`src/rtl/surround_to_stereo_downmix_top_assert.svh`:
```
// Assertion macros for the surround-to-stereo downmix block.
// Included by surround_to_stereo_downmix_top.sv; expects clk and rst_n in scope.
`ifndef SURROUND_TO_STEREO_DOWNMIX_TOP_ASSERT_SVH
`define SURROUND_TO_STEREO_DOWNMIX_TOP_ASSERT_SVH

`ifndef SYNTH
// Checked only out of reset
`define S2SD_ASSERT(lbl, prop, msg) \
  lbl: assert property (@(posedge clk) disable iff (!rst_n) prop) else $error(msg);
// Checked on every edge, reset included
`define S2SD_ASSERT_RST(lbl, prop, msg) \
  lbl: assert property (@(posedge clk) prop) else $error(msg);
`else
`define S2SD_ASSERT(lbl, prop, msg)
`define S2SD_ASSERT_RST(lbl, prop, msg)
`endif

`endif

```
`src/rtl/s2sd_pkg.sv`:
```
// Shared types, widths and coefficients of the surround-to-stereo downmix.
// No dependencies.
package s2sd_pkg;

  localparam int SAMPLE_BITS = 16;
  localparam int CHAN_W      = 3;
  localparam int CFG_IDX_W   = 1;
  localparam int CFG_DATA_W  = 3;

  // Q16 coefficients, held as positive signed values
  localparam int COEF_W = 17;
  localparam logic signed [COEF_W-1:0] COEF_CENTER   = 17'sd46341;
  localparam logic signed [COEF_W-1:0] COEF_SIDE     = 17'sd57133;
  localparam logic signed [COEF_W-1:0] COEF_SIDE_INV = 17'sd32106;

  // Phase mix 3*cur + other carries two fraction bits
  localparam int MIX_W    = SAMPLE_BITS + 3;
  localparam int PROD_W   = MIX_W + COEF_W;
  localparam int CTR_W    = SAMPLE_BITS + COEF_W;
  localparam int ACC_W    = PROD_W + 2;
  localparam int ACC_SHIFT = 18;
  localparam int INT_W    = ACC_W - ACC_SHIFT;
  localparam logic signed [ACC_W-1:0] ROUND_HALF = ACC_W'(1) <<< (ACC_SHIFT - 1);

  localparam int SAT_HI = (1 <<< (SAMPLE_BITS - 1)) - 1;
  localparam int SAT_LO = -SAT_HI - 1;

  typedef enum logic [CFG_IDX_W-1:0] {
    CFG_CHANNEL_COUNT = 1'b0,
    CFG_MONO_MODE     = 1'b1
  } cfg_idx_t;

  typedef enum logic [1:0] {
    MIX_STEREO,
    MIX_QUAD,
    MIX_FIVE
  } mix_mode_t;

  typedef logic signed [SAMPLE_BITS-1:0] sample_t;

  typedef struct packed {
    sample_t f0;
    sample_t f1;
    sample_t f2;
    sample_t f3;
    sample_t f4;
  } frame_t;

  // One result to compute: the frame and its neighbouring rear samples
  typedef struct packed {
    frame_t  frm;
    sample_t prev0;
    sample_t prev1;
    sample_t next0;
    sample_t next1;
    logic    last;
  } job_t;

  // Products registered between the two arithmetic stages
  typedef struct packed {
    sample_t                   fl;
    sample_t                   fr;
    logic signed [PROD_W-1:0]  la;
    logic signed [PROD_W-1:0]  lb;
    logic signed [PROD_W-1:0]  ra;
    logic signed [PROD_W-1:0]  rb;
    logic signed [CTR_W-1:0]   ctr;
    logic                      last;
  } prod_t;

  // Clamp a rounded value to the sample range
  function automatic sample_t sat_sample(input logic signed [INT_W-1:0] v);
    sample_t res;
    if (v > INT_W'(SAT_HI)) begin
      res = SAMPLE_BITS'(SAT_HI);
    end else if (v < INT_W'(SAT_LO)) begin
      res = SAMPLE_BITS'(SAT_LO);
    end else begin
      res = SAMPLE_BITS'(v);
    end
    return res;
  endfunction

endpackage

```
`src/rtl/surround_to_stereo_downmix_top.sv`:
```
// Surround-to-stereo downmix: one multichannel frame in, stereo frames out.
// Depends on s2sd_pkg and surround_to_stereo_downmix_top_assert.svh.
//
// Usage: the block takes one frame per cycle while in_stall is low. A
// frame's stereo result needs the following frame (for the rear phase
// shift), so it is issued when that frame arrives, then passes a job
// register, a product register and the output register to out_valid. A
// frame flagged end_of_stream is also issued as its own result right after
// the held one; the second result of that pair follows the first on the
// single result path, so in_stall is high after such a frame until that
// result is issued, and for as long as the result path stays blocked. A
// lone end frame with no held frame does not stall the input. Without
// back-pressure the sustained rate is one frame per cycle. Configuration
// (channel_count at index 0, mono_mode at index 1) is always ready and must
// only be written while no frame is held or in flight.
`include "surround_to_stereo_downmix_top_assert.svh"

module surround_to_stereo_downmix_top
  import s2sd_pkg::*;
(
  input  logic                  clk,
  input  logic                  rst_n,
  // frame input
  input  logic                  in_valid,
  output logic                  in_stall,
  input  logic signed [SAMPLE_BITS-1:0] in_front_left,
  input  logic signed [SAMPLE_BITS-1:0] in_front_right,
  input  logic signed [SAMPLE_BITS-1:0] in_third_channel,
  input  logic signed [SAMPLE_BITS-1:0] in_fourth_channel,
  input  logic signed [SAMPLE_BITS-1:0] in_fifth_channel,
  input  logic signed [SAMPLE_BITS-1:0] in_sixth_channel,
  input  logic                  in_end_of_stream,
  // stereo output
  output logic                  out_valid,
  input  logic                  out_stall,
  output logic signed [SAMPLE_BITS-1:0] out_left,
  output logic signed [SAMPLE_BITS-1:0] out_right,
  output logic                  out_last_of_run,
  // configuration writes
  input  logic                  cfg_valid,
  output logic                  cfg_ready,
  input  logic [CFG_IDX_W-1:0]  cfg_index,
  input  logic [CFG_DATA_W-1:0] cfg_data
);

  // Configuration
  logic [CHAN_W-1:0] chan_cnt_r;
  logic              mono_r;

  // Held frame and stream state
  frame_t  held_r;
  logic    held_valid_r;
  logic    held_eos_r;
  logic    have_prev_r;
  sample_t prev0_r;
  sample_t prev1_r;

  // Pipeline registers
  job_t    job_r;
  job_t    job_nxt;
  logic    job_v_r;
  logic    job_load;
  prod_t   prod_r;
  prod_t   prod_nxt;
  logic    prod_v_r;
  sample_t out_left_r;
  sample_t out_right_r;
  sample_t left_nxt;
  sample_t right_nxt;
  logic    out_last_r;
  logic    out_v_r;

  // Handshake
  logic    out_adv;
  logic    prod_adv;
  logic    job_ok;
  logic    flush_go;
  logic    in_acc;
  frame_t  cur;

  assign cfg_ready = 1'b1;

  assign out_adv  = !out_v_r || !out_stall;
  assign prod_adv = !prod_v_r || out_adv;
  assign job_ok   = !job_v_r || prod_adv;
  assign flush_go = held_eos_r && job_ok;
  assign in_stall = held_eos_r || !job_ok;
  assign in_acc   = in_valid && !in_stall;

  // LFE is dropped; it only rides along on the input port
  assign cur = '{f0: in_front_left, f1: in_front_right, f2: in_third_channel,
                 f3: in_fourth_channel, f4: in_fifth_channel};

  // Issue a job: flush of a held end frame, held frame, or lone end frame
  always_comb begin
    job_load = 1'b0;
    job_nxt  = job_r;
    if (flush_go) begin
      job_load = 1'b1;
      job_nxt  = '{frm: held_r,
                   prev0: have_prev_r ? prev0_r : held_r.f2,
                   prev1: have_prev_r ? prev1_r : held_r.f3,
                   next0: held_r.f2, next1: held_r.f3, last: 1'b1};
    end else if (in_acc && held_valid_r) begin
      job_load = 1'b1;
      job_nxt  = '{frm: held_r,
                   prev0: have_prev_r ? prev0_r : held_r.f2,
                   prev1: have_prev_r ? prev1_r : held_r.f3,
                   next0: cur.f2, next1: cur.f3, last: 1'b0};
    end else if (in_acc && in_end_of_stream) begin
      job_load = 1'b1;
      job_nxt  = '{frm: cur, prev0: cur.f2, prev1: cur.f3,
                   next0: cur.f2, next1: cur.f3, last: 1'b1};
    end
  end

  // Stage one: phase mixes and coefficient products
  always_comb begin
    mix_mode_t               mode;
    logic signed [MIX_W-1:0] mix_la;
    logic signed [MIX_W-1:0] mix_lb;
    logic signed [MIX_W-1:0] mix_ra;
    logic signed [MIX_W-1:0] mix_rb;
    logic signed [COEF_W-1:0] c_la;
    logic signed [COEF_W-1:0] c_lb;
    logic signed [COEF_W-1:0] c_ra;
    logic signed [COEF_W-1:0] c_rb;
    sample_t                  ctr_s;

    case (chan_cnt_r) inside
      3'd4:         mode = MIX_QUAD;
      [3'd5:3'd7]:  mode = MIX_FIVE;
      default:      mode = MIX_STEREO;
    endcase

    mix_la = (MIX_W'(job_r.frm.f2) <<< 1) + MIX_W'(job_r.frm.f2) + MIX_W'(job_r.next0);
    mix_ra = (MIX_W'(job_r.frm.f2) <<< 1) + MIX_W'(job_r.frm.f2) + MIX_W'(job_r.prev0);
    mix_lb = (MIX_W'(job_r.frm.f3) <<< 1) + MIX_W'(job_r.frm.f3) + MIX_W'(job_r.next1);
    mix_rb = (MIX_W'(job_r.frm.f3) <<< 1) + MIX_W'(job_r.frm.f3) + MIX_W'(job_r.prev1);

    case (mode)
      MIX_FIVE: begin
        c_la  = COEF_SIDE;
        c_lb  = COEF_SIDE_INV;
        c_ra  = COEF_SIDE_INV;
        c_rb  = COEF_SIDE;
        ctr_s = job_r.frm.f4;
      end
      MIX_QUAD: begin
        c_la  = COEF_CENTER;
        c_lb  = '0;
        c_ra  = COEF_CENTER;
        c_rb  = '0;
        ctr_s = job_r.frm.f3;
      end
      default: begin
        c_la  = '0;
        c_lb  = '0;
        c_ra  = '0;
        c_rb  = '0;
        ctr_s = '0;
      end
    endcase

    prod_nxt.fl   = job_r.frm.f0;
    prod_nxt.fr   = job_r.frm.f1;
    prod_nxt.la   = PROD_W'(mix_la) * PROD_W'(c_la);
    prod_nxt.lb   = PROD_W'(mix_lb) * PROD_W'(c_lb);
    prod_nxt.ra   = PROD_W'(mix_ra) * PROD_W'(c_ra);
    prod_nxt.rb   = PROD_W'(mix_rb) * PROD_W'(c_rb);
    prod_nxt.ctr  = CTR_W'(ctr_s) * CTR_W'(COEF_CENTER);
    prod_nxt.last = job_r.last;
  end

  // Stage two: accumulate in Q18, round once, optional mono, saturate
  always_comb begin
    logic signed [ACC_W-1:0] acc_l;
    logic signed [ACC_W-1:0] acc_r;
    logic signed [ACC_W-1:0] ctr_q;
    logic signed [ACC_W-1:0] rnd_l;
    logic signed [ACC_W-1:0] rnd_r;
    logic signed [INT_W-1:0] li;
    logic signed [INT_W-1:0] ri;
    logic signed [INT_W:0]   sum_lr;
    logic signed [INT_W:0]   sum_adj;
    logic signed [INT_W-1:0] avg;

    ctr_q = ACC_W'(prod_r.ctr) <<< 2;
    acc_l = (ACC_W'(prod_r.fl) <<< ACC_SHIFT) + ACC_W'(prod_r.la) + ACC_W'(prod_r.lb) + ctr_q;
    acc_r = (ACC_W'(prod_r.fr) <<< ACC_SHIFT) + ACC_W'(prod_r.ra) + ACC_W'(prod_r.rb) + ctr_q;
    rnd_l = (acc_l + ROUND_HALF) >>> ACC_SHIFT;
    rnd_r = (acc_r + ROUND_HALF) >>> ACC_SHIFT;
    li    = rnd_l[INT_W-1:0];
    ri    = rnd_r[INT_W-1:0];

    // Halve the sum, truncating toward zero
    sum_lr  = (INT_W+1)'(li) + (INT_W+1)'(ri);
    sum_adj = sum_lr + (INT_W+1)'(sum_lr[INT_W]);
    avg     = INT_W'(sum_adj >>> 1);

    if (mono_r) begin
      left_nxt  = sat_sample(avg);
      right_nxt = sat_sample(avg);
    end else begin
      left_nxt  = sat_sample(li);
      right_nxt = sat_sample(ri);
    end
  end

  // Control state
  always_ff @(posedge clk) begin
    if (!rst_n) begin
      chan_cnt_r   <= CHAN_W'(2);
      mono_r       <= 1'b0;
      held_valid_r <= 1'b0;
      held_eos_r   <= 1'b0;
      have_prev_r  <= 1'b0;
      job_v_r      <= 1'b0;
      prod_v_r     <= 1'b0;
      out_v_r      <= 1'b0;
    end else begin
      if (cfg_valid && cfg_ready) begin
        case (cfg_index)
          CFG_CHANNEL_COUNT: chan_cnt_r <= cfg_data[CHAN_W-1:0];
          CFG_MONO_MODE:     mono_r     <= cfg_data[0];
          default: ;
        endcase
      end
      if (job_ok) begin
        job_v_r <= job_load;
      end
      if (prod_adv) begin
        prod_v_r <= job_v_r;
      end
      if (out_adv) begin
        out_v_r <= prod_v_r;
      end
      // Close the stream after the flush, or take the new frame
      if (flush_go) begin
        held_valid_r <= 1'b0;
        held_eos_r   <= 1'b0;
        have_prev_r  <= 1'b0;
      end else if (in_acc) begin
        have_prev_r <= held_valid_r;
        if (!held_valid_r && in_end_of_stream) begin
          held_valid_r <= 1'b0;
          held_eos_r   <= 1'b0;
        end else begin
          held_valid_r <= 1'b1;
          held_eos_r   <= in_end_of_stream;
        end
      end
    end
  end

  // Payload registers
  always_ff @(posedge clk) begin
    if (in_acc) begin
      held_r <= cur;
      if (held_valid_r) begin
        prev0_r <= held_r.f2;
        prev1_r <= held_r.f3;
      end
    end
    if (job_ok) begin
      job_r <= job_nxt;
    end
    if (prod_adv) begin
      prod_r <= prod_nxt;
    end
    if (out_adv) begin
      out_left_r  <= left_nxt;
      out_right_r <= right_nxt;
      out_last_r  <= prod_r.last;
    end
  end

  assign out_valid       = out_v_r;
  assign out_left        = out_left_r;
  assign out_right       = out_right_r;
  assign out_last_of_run = out_last_r;

  // Checks
  `S2SD_ASSERT(a_eos_needs_held, held_eos_r |-> held_valid_r, "end frame with no held frame")
  `S2SD_ASSERT(a_prev_needs_held, have_prev_r |-> held_valid_r, "stale previous rear")
  `S2SD_ASSERT(a_eos_from_input, $rose(held_eos_r) |-> $past(in_acc && in_end_of_stream), "stray end")
  `S2SD_ASSERT_RST(a_reset_empties, !rst_n |=> !out_valid, "output valid after reset")

endmodule
```
`config.mk`:
```
export PLATFORM = sky130hd
export DESIGN_NAME = surround_to_stereo_downmix_top
export DESIGN_NICKNAME = d
export VERILOG_FILES = /design/src/rtl/s2sd_pkg.sv /design/src/rtl/surround_to_stereo_downmix_top.sv
export VERILOG_INCLUDE_DIRS = /design/src /design/src/rtl
export SDC_FILE = /design/constraint.sdc
export NUM_CORES = 2
export LEC_CHECK = 0
export BUFFER_PORTS_ARGS = -buffer_cell sky130_fd_sc_hd__buf_2
export CORE_ASPECT_RATIO = 1.5
export CORE_MARGIN = 3
export CORE_UTILIZATION = 50
export CTS_CLUSTER_DIAMETER = 120
export CTS_CLUSTER_SIZE = 40
export DETAILED_ROUTE_END_ITERATION = 12
export GPL_ROUTABILITY_DRIVEN = 0
export GPL_TIMING_DRIVEN = 0
export PLACE_DENSITY = 0.72
export SLEW_MARGIN = 20
export SYNTH_ARGS = -nofsm -noshare
export SYNTH_HDL_FRONTEND = slang
export SYNTH_SLANG_ARGS = --single-unit
export TNS_END_PERCENT = 20
```
`constraint.sdc`:
```
create_clock -name clk -period 11.9 [get_ports clk]
set_input_delay 1.19 -clock clk [delete_from_list [all_inputs] [get_ports clk]]
set_output_delay 1.19 -clock clk [all_outputs]
set_load 0.01 [all_outputs]
```
==> impl_metrics.csv <==
group,metric,value,unit
synthesis,synth_top_area_frac,0.285,
detailed_routing,drcViolationCount,0,
synthesis,synth_common_cells,"1,721 x inv_1, 935 x fa_1, 925 x ha_1",
detailed_routing,drt-total-wl,169000,um
sta,final.setup.tns,0,ns
synthesis,synth_cells,6386,
cells_and_area,drive_above_1_share,0.0436,
cts,numCtsBuffers,19,
cts,htree_levels,1,
critical_path,cp_top_family,"compound AO/OA/AOI/OAI gates",
global_routing,antenna_found_initial,10,
critical_path,critical_path.startpoint_type,"register",
synthesis,synth_most_common_cell,"inv_1",
detailed_routing,vias,44378,
sta,max-slew-margin-rel,0.208,
cts,cts_buffer_depth,3,
critical_path,crit_type,"reg2reg",
cts,cts_tree,"yes",
critical_path,crit_path_max_incr_delay,0.56,ns
sta,rsz0062_at_grt,"false",
cells_and_area,fin_nets,8511,
cts,cts_setup_buffers,0,
cts,root_buffer,"clkbuf_16",
synthesis,synth_top_area_cell,"fa_1",
synthesis,synth_area_leaders,"fa_1 29%, edfxtp_1 23%, ha_1 18%",
sta,fin_crit_sh,0.952,
die,fp.coreArea,130000,um2
synthesis,yosysSeqAreaShare,0.230,
run,cap_violations,0,
critical_path,cp.depth,44,
sta,worst_pin_slew,1.19,ns
sta,timing.fmax,0.0883,GHz
cts,ctsHoldBuffers,0,
critical_path,critPathCaptureType,"register",
global_routing,grt_max_degree,109,
critical_path,rrSetupSlack,0.57,ns
die,dieArea,136000,um2
global_routing,grt_pass1_vias,48667,
placement,numPortBuffers,124,
global_routing,grt_pass1_wl,263000,um
critical_path,r2r_cells,44,
critical_path,cp_max_fo,6,
synthesis,async_flop_share,0,
status,run_status,"completed",
die,row_count,162,
synthesis,ys_seq_elements,507,
synthesis,synth_nets,8352,
sta,final.min_clock_period,11.33,ns
critical_path,slowest_stage,"fa_1",
detailed_routing,wl_per_cell,20.4,um
critical_path,crit_arrival,11.74,ns
cells_and_area,post-route-util,0.534,
placement,dp_hpwl,147000,um
detailed_routing,drtPass1Iterations,6,
min_path,min_path_type,"reg2reg",
sta,finalSetupViolations,0,
cts,clock-sinks,507,
cells_and_area,syn2layout_area_growth,5.80,%
cells_and_area,final_cell_area,69400,um2
cells_and_area,fin_cells,8283,
synthesis,ys_warn_count,0,
sta,clock_skew,0.0468,ns
die,die_height,450,um
die,initial_core_util,0.504,
min_path,min_to,"prod_r[187]",
global_routing,groute.usage.overall,0.252,
die,die_w,302,um
detailed_routing,avgViaCountPerCell,5.36,
sta,finalHoldViolCount,0,
synthesis,synth_edf_count,497,
synthesis,synth_cell_type_count,99,
synthesis,synth.avg_cell_area,10.3,um2
global_routing,grt-ovfl-total,0,
critical_path,path_buf_inv,5,
detailed_routing,ant_nets,0,
die,io_pins,142,
synthesis,synth_ff_type,"edfxtp_1",
synthesis,syn_area,65600,um2
min_path,hold_depth,0,
sta,drv_slew,0,
detailed_routing,drt_iter0_drc,2403,
critical_path,reg2reg_from,"job_r[82]",
cts,clk_pin_slew_worst_paths,0.14,ns
cts,clock_latency,0.63,ns
cells_and_area,fillers,11329,
min_path,worstHoldStart,"job_r[122]",
placement,placed_cells,8246,
critical_path,critPathRequiredTime,12.31,ns
placement,dpl-instance-area,68700,um2
critical_path,r2r-end,"prod_r[139]",
critical_path,cp-startpoint,"job_r[82]",
-- worst reg2reg max path: cells and delay by family, from the launching register on --
family | cells | cell delay [ns]
adder cells (fa/ha/maj) | 9 | 3.73
buffers and inverters | 5 | 0.51
AO/OA/AOI/OAI | 23 | 5.04
AND/OR/NAND/NOR | 5 | 0.83
XOR/XNOR | 2 | 0.54
flip-flops | 1 | 0.50
-- cells by family (layout without fill, tap and decap cells) --
group                      count (synthesis)  after routing  share of synthesized area
buffers and inverters                   1792           1961                      0.103
DFF                                      507            507                      0.230
adders and majority gates               1860           1860                      0.462
xor gates and xnor gates                 293            293                     0.0396
and+or+nand+nor                         1032           1032                     0.0724
other                                      2              8                   0.000114
AOI/OAI and AO/OA                        827            827                     0.0814
muxes                                     73             73                     0.0117
-- routing by layer --
metal,global-route usage,vias up,wire [um]
met5,0,-,13
met4,0.159,2,12900
met3,0.0288,469,7700
met2,0.461,1219,87100
met1,0.275,22078,61300
li1,-,20610,-
-- sequential cells by signal (all words and copies together), names as in the netlist, 3 cells and up --
register,flops
chan_cnt_r,3
held_r,80
job_r,145
out_left,16
out_right,16
prev0_r,16
prev1_r,16
prod_r,207
-- stage by stage --
stage,hold slack (ns),worst slack [ns]
after global routing,0.431,0.0285
after global placement,0.401,-3.16
after CTS,0.427,0.0865
final,0.427,0.569
after floorplan,0.400,2.13
after detailed placement,0.405,0.133
-- how the worst max path moves through the flow --
stage,end,slack (ns)
finish,prod_r[139],0.57
global route,prod_r[139],0.03
CTS,prod_r[139],0.09
detailed placement,prod_r[139],0.13
global placement,job_r[141],-3.16
floorplan,prod_r[176],2.13
-- repair_timing --
action / 4_1_cts / 5_1_grt
setup endpoints to repair: 0 / 15
endpoints found under the hold margin: 0 / 0
resized for setup: 0 / 13
-- cells in the final DEF (no fill, tap or decap), types with 34 or more instances in the layout --
cell type  synthesis  final
inv_1           1721   1718
fa_1             935    935
ha_1             925    925
edfxtp_1         497    497
nand2_1          476    475
a21oi_1          264    262
xnor2_1          211    208
nor2_1           201    198
o21ai_0          150    149
buf_2              5    129
a21o_1           111    111
xor2_1            79     78
clkbuf_1          58     57
nand3_1           54     54
o21a_1            44     44
nor3_1            47     43
o21bai_1          41     41
and2_1            42     41
mux2i_1           41     41
nand2b_1          40     40
nor2b_1           34     34
-- area by class of cell --
| type | instances | area, um2 | area share |
|---|---|---|---|
| inverter | 1722 | 6480 | 0.0933 |
| timing repair buffer | 138 | 856 | 0.0123 |
| tap | 1722 | 2150 | 0.0310 |
| antenna | 6 | 15.0 | 0.000216 |
| clock buffer | 21 | 483 | 0.00695 |
| multi-input combinational | 4087 | 43900 | 0.632 |
| clock inverter | 10 | 169 | 0.00243 |
| sequential | 507 | 15100 | 0.218 |
| buffer | 70 | 289 | 0.00416 |
Power is left out: the tool's default activity adds up to more than one toggle a clock period on the data nets, which glitch-free logic cannot reach.
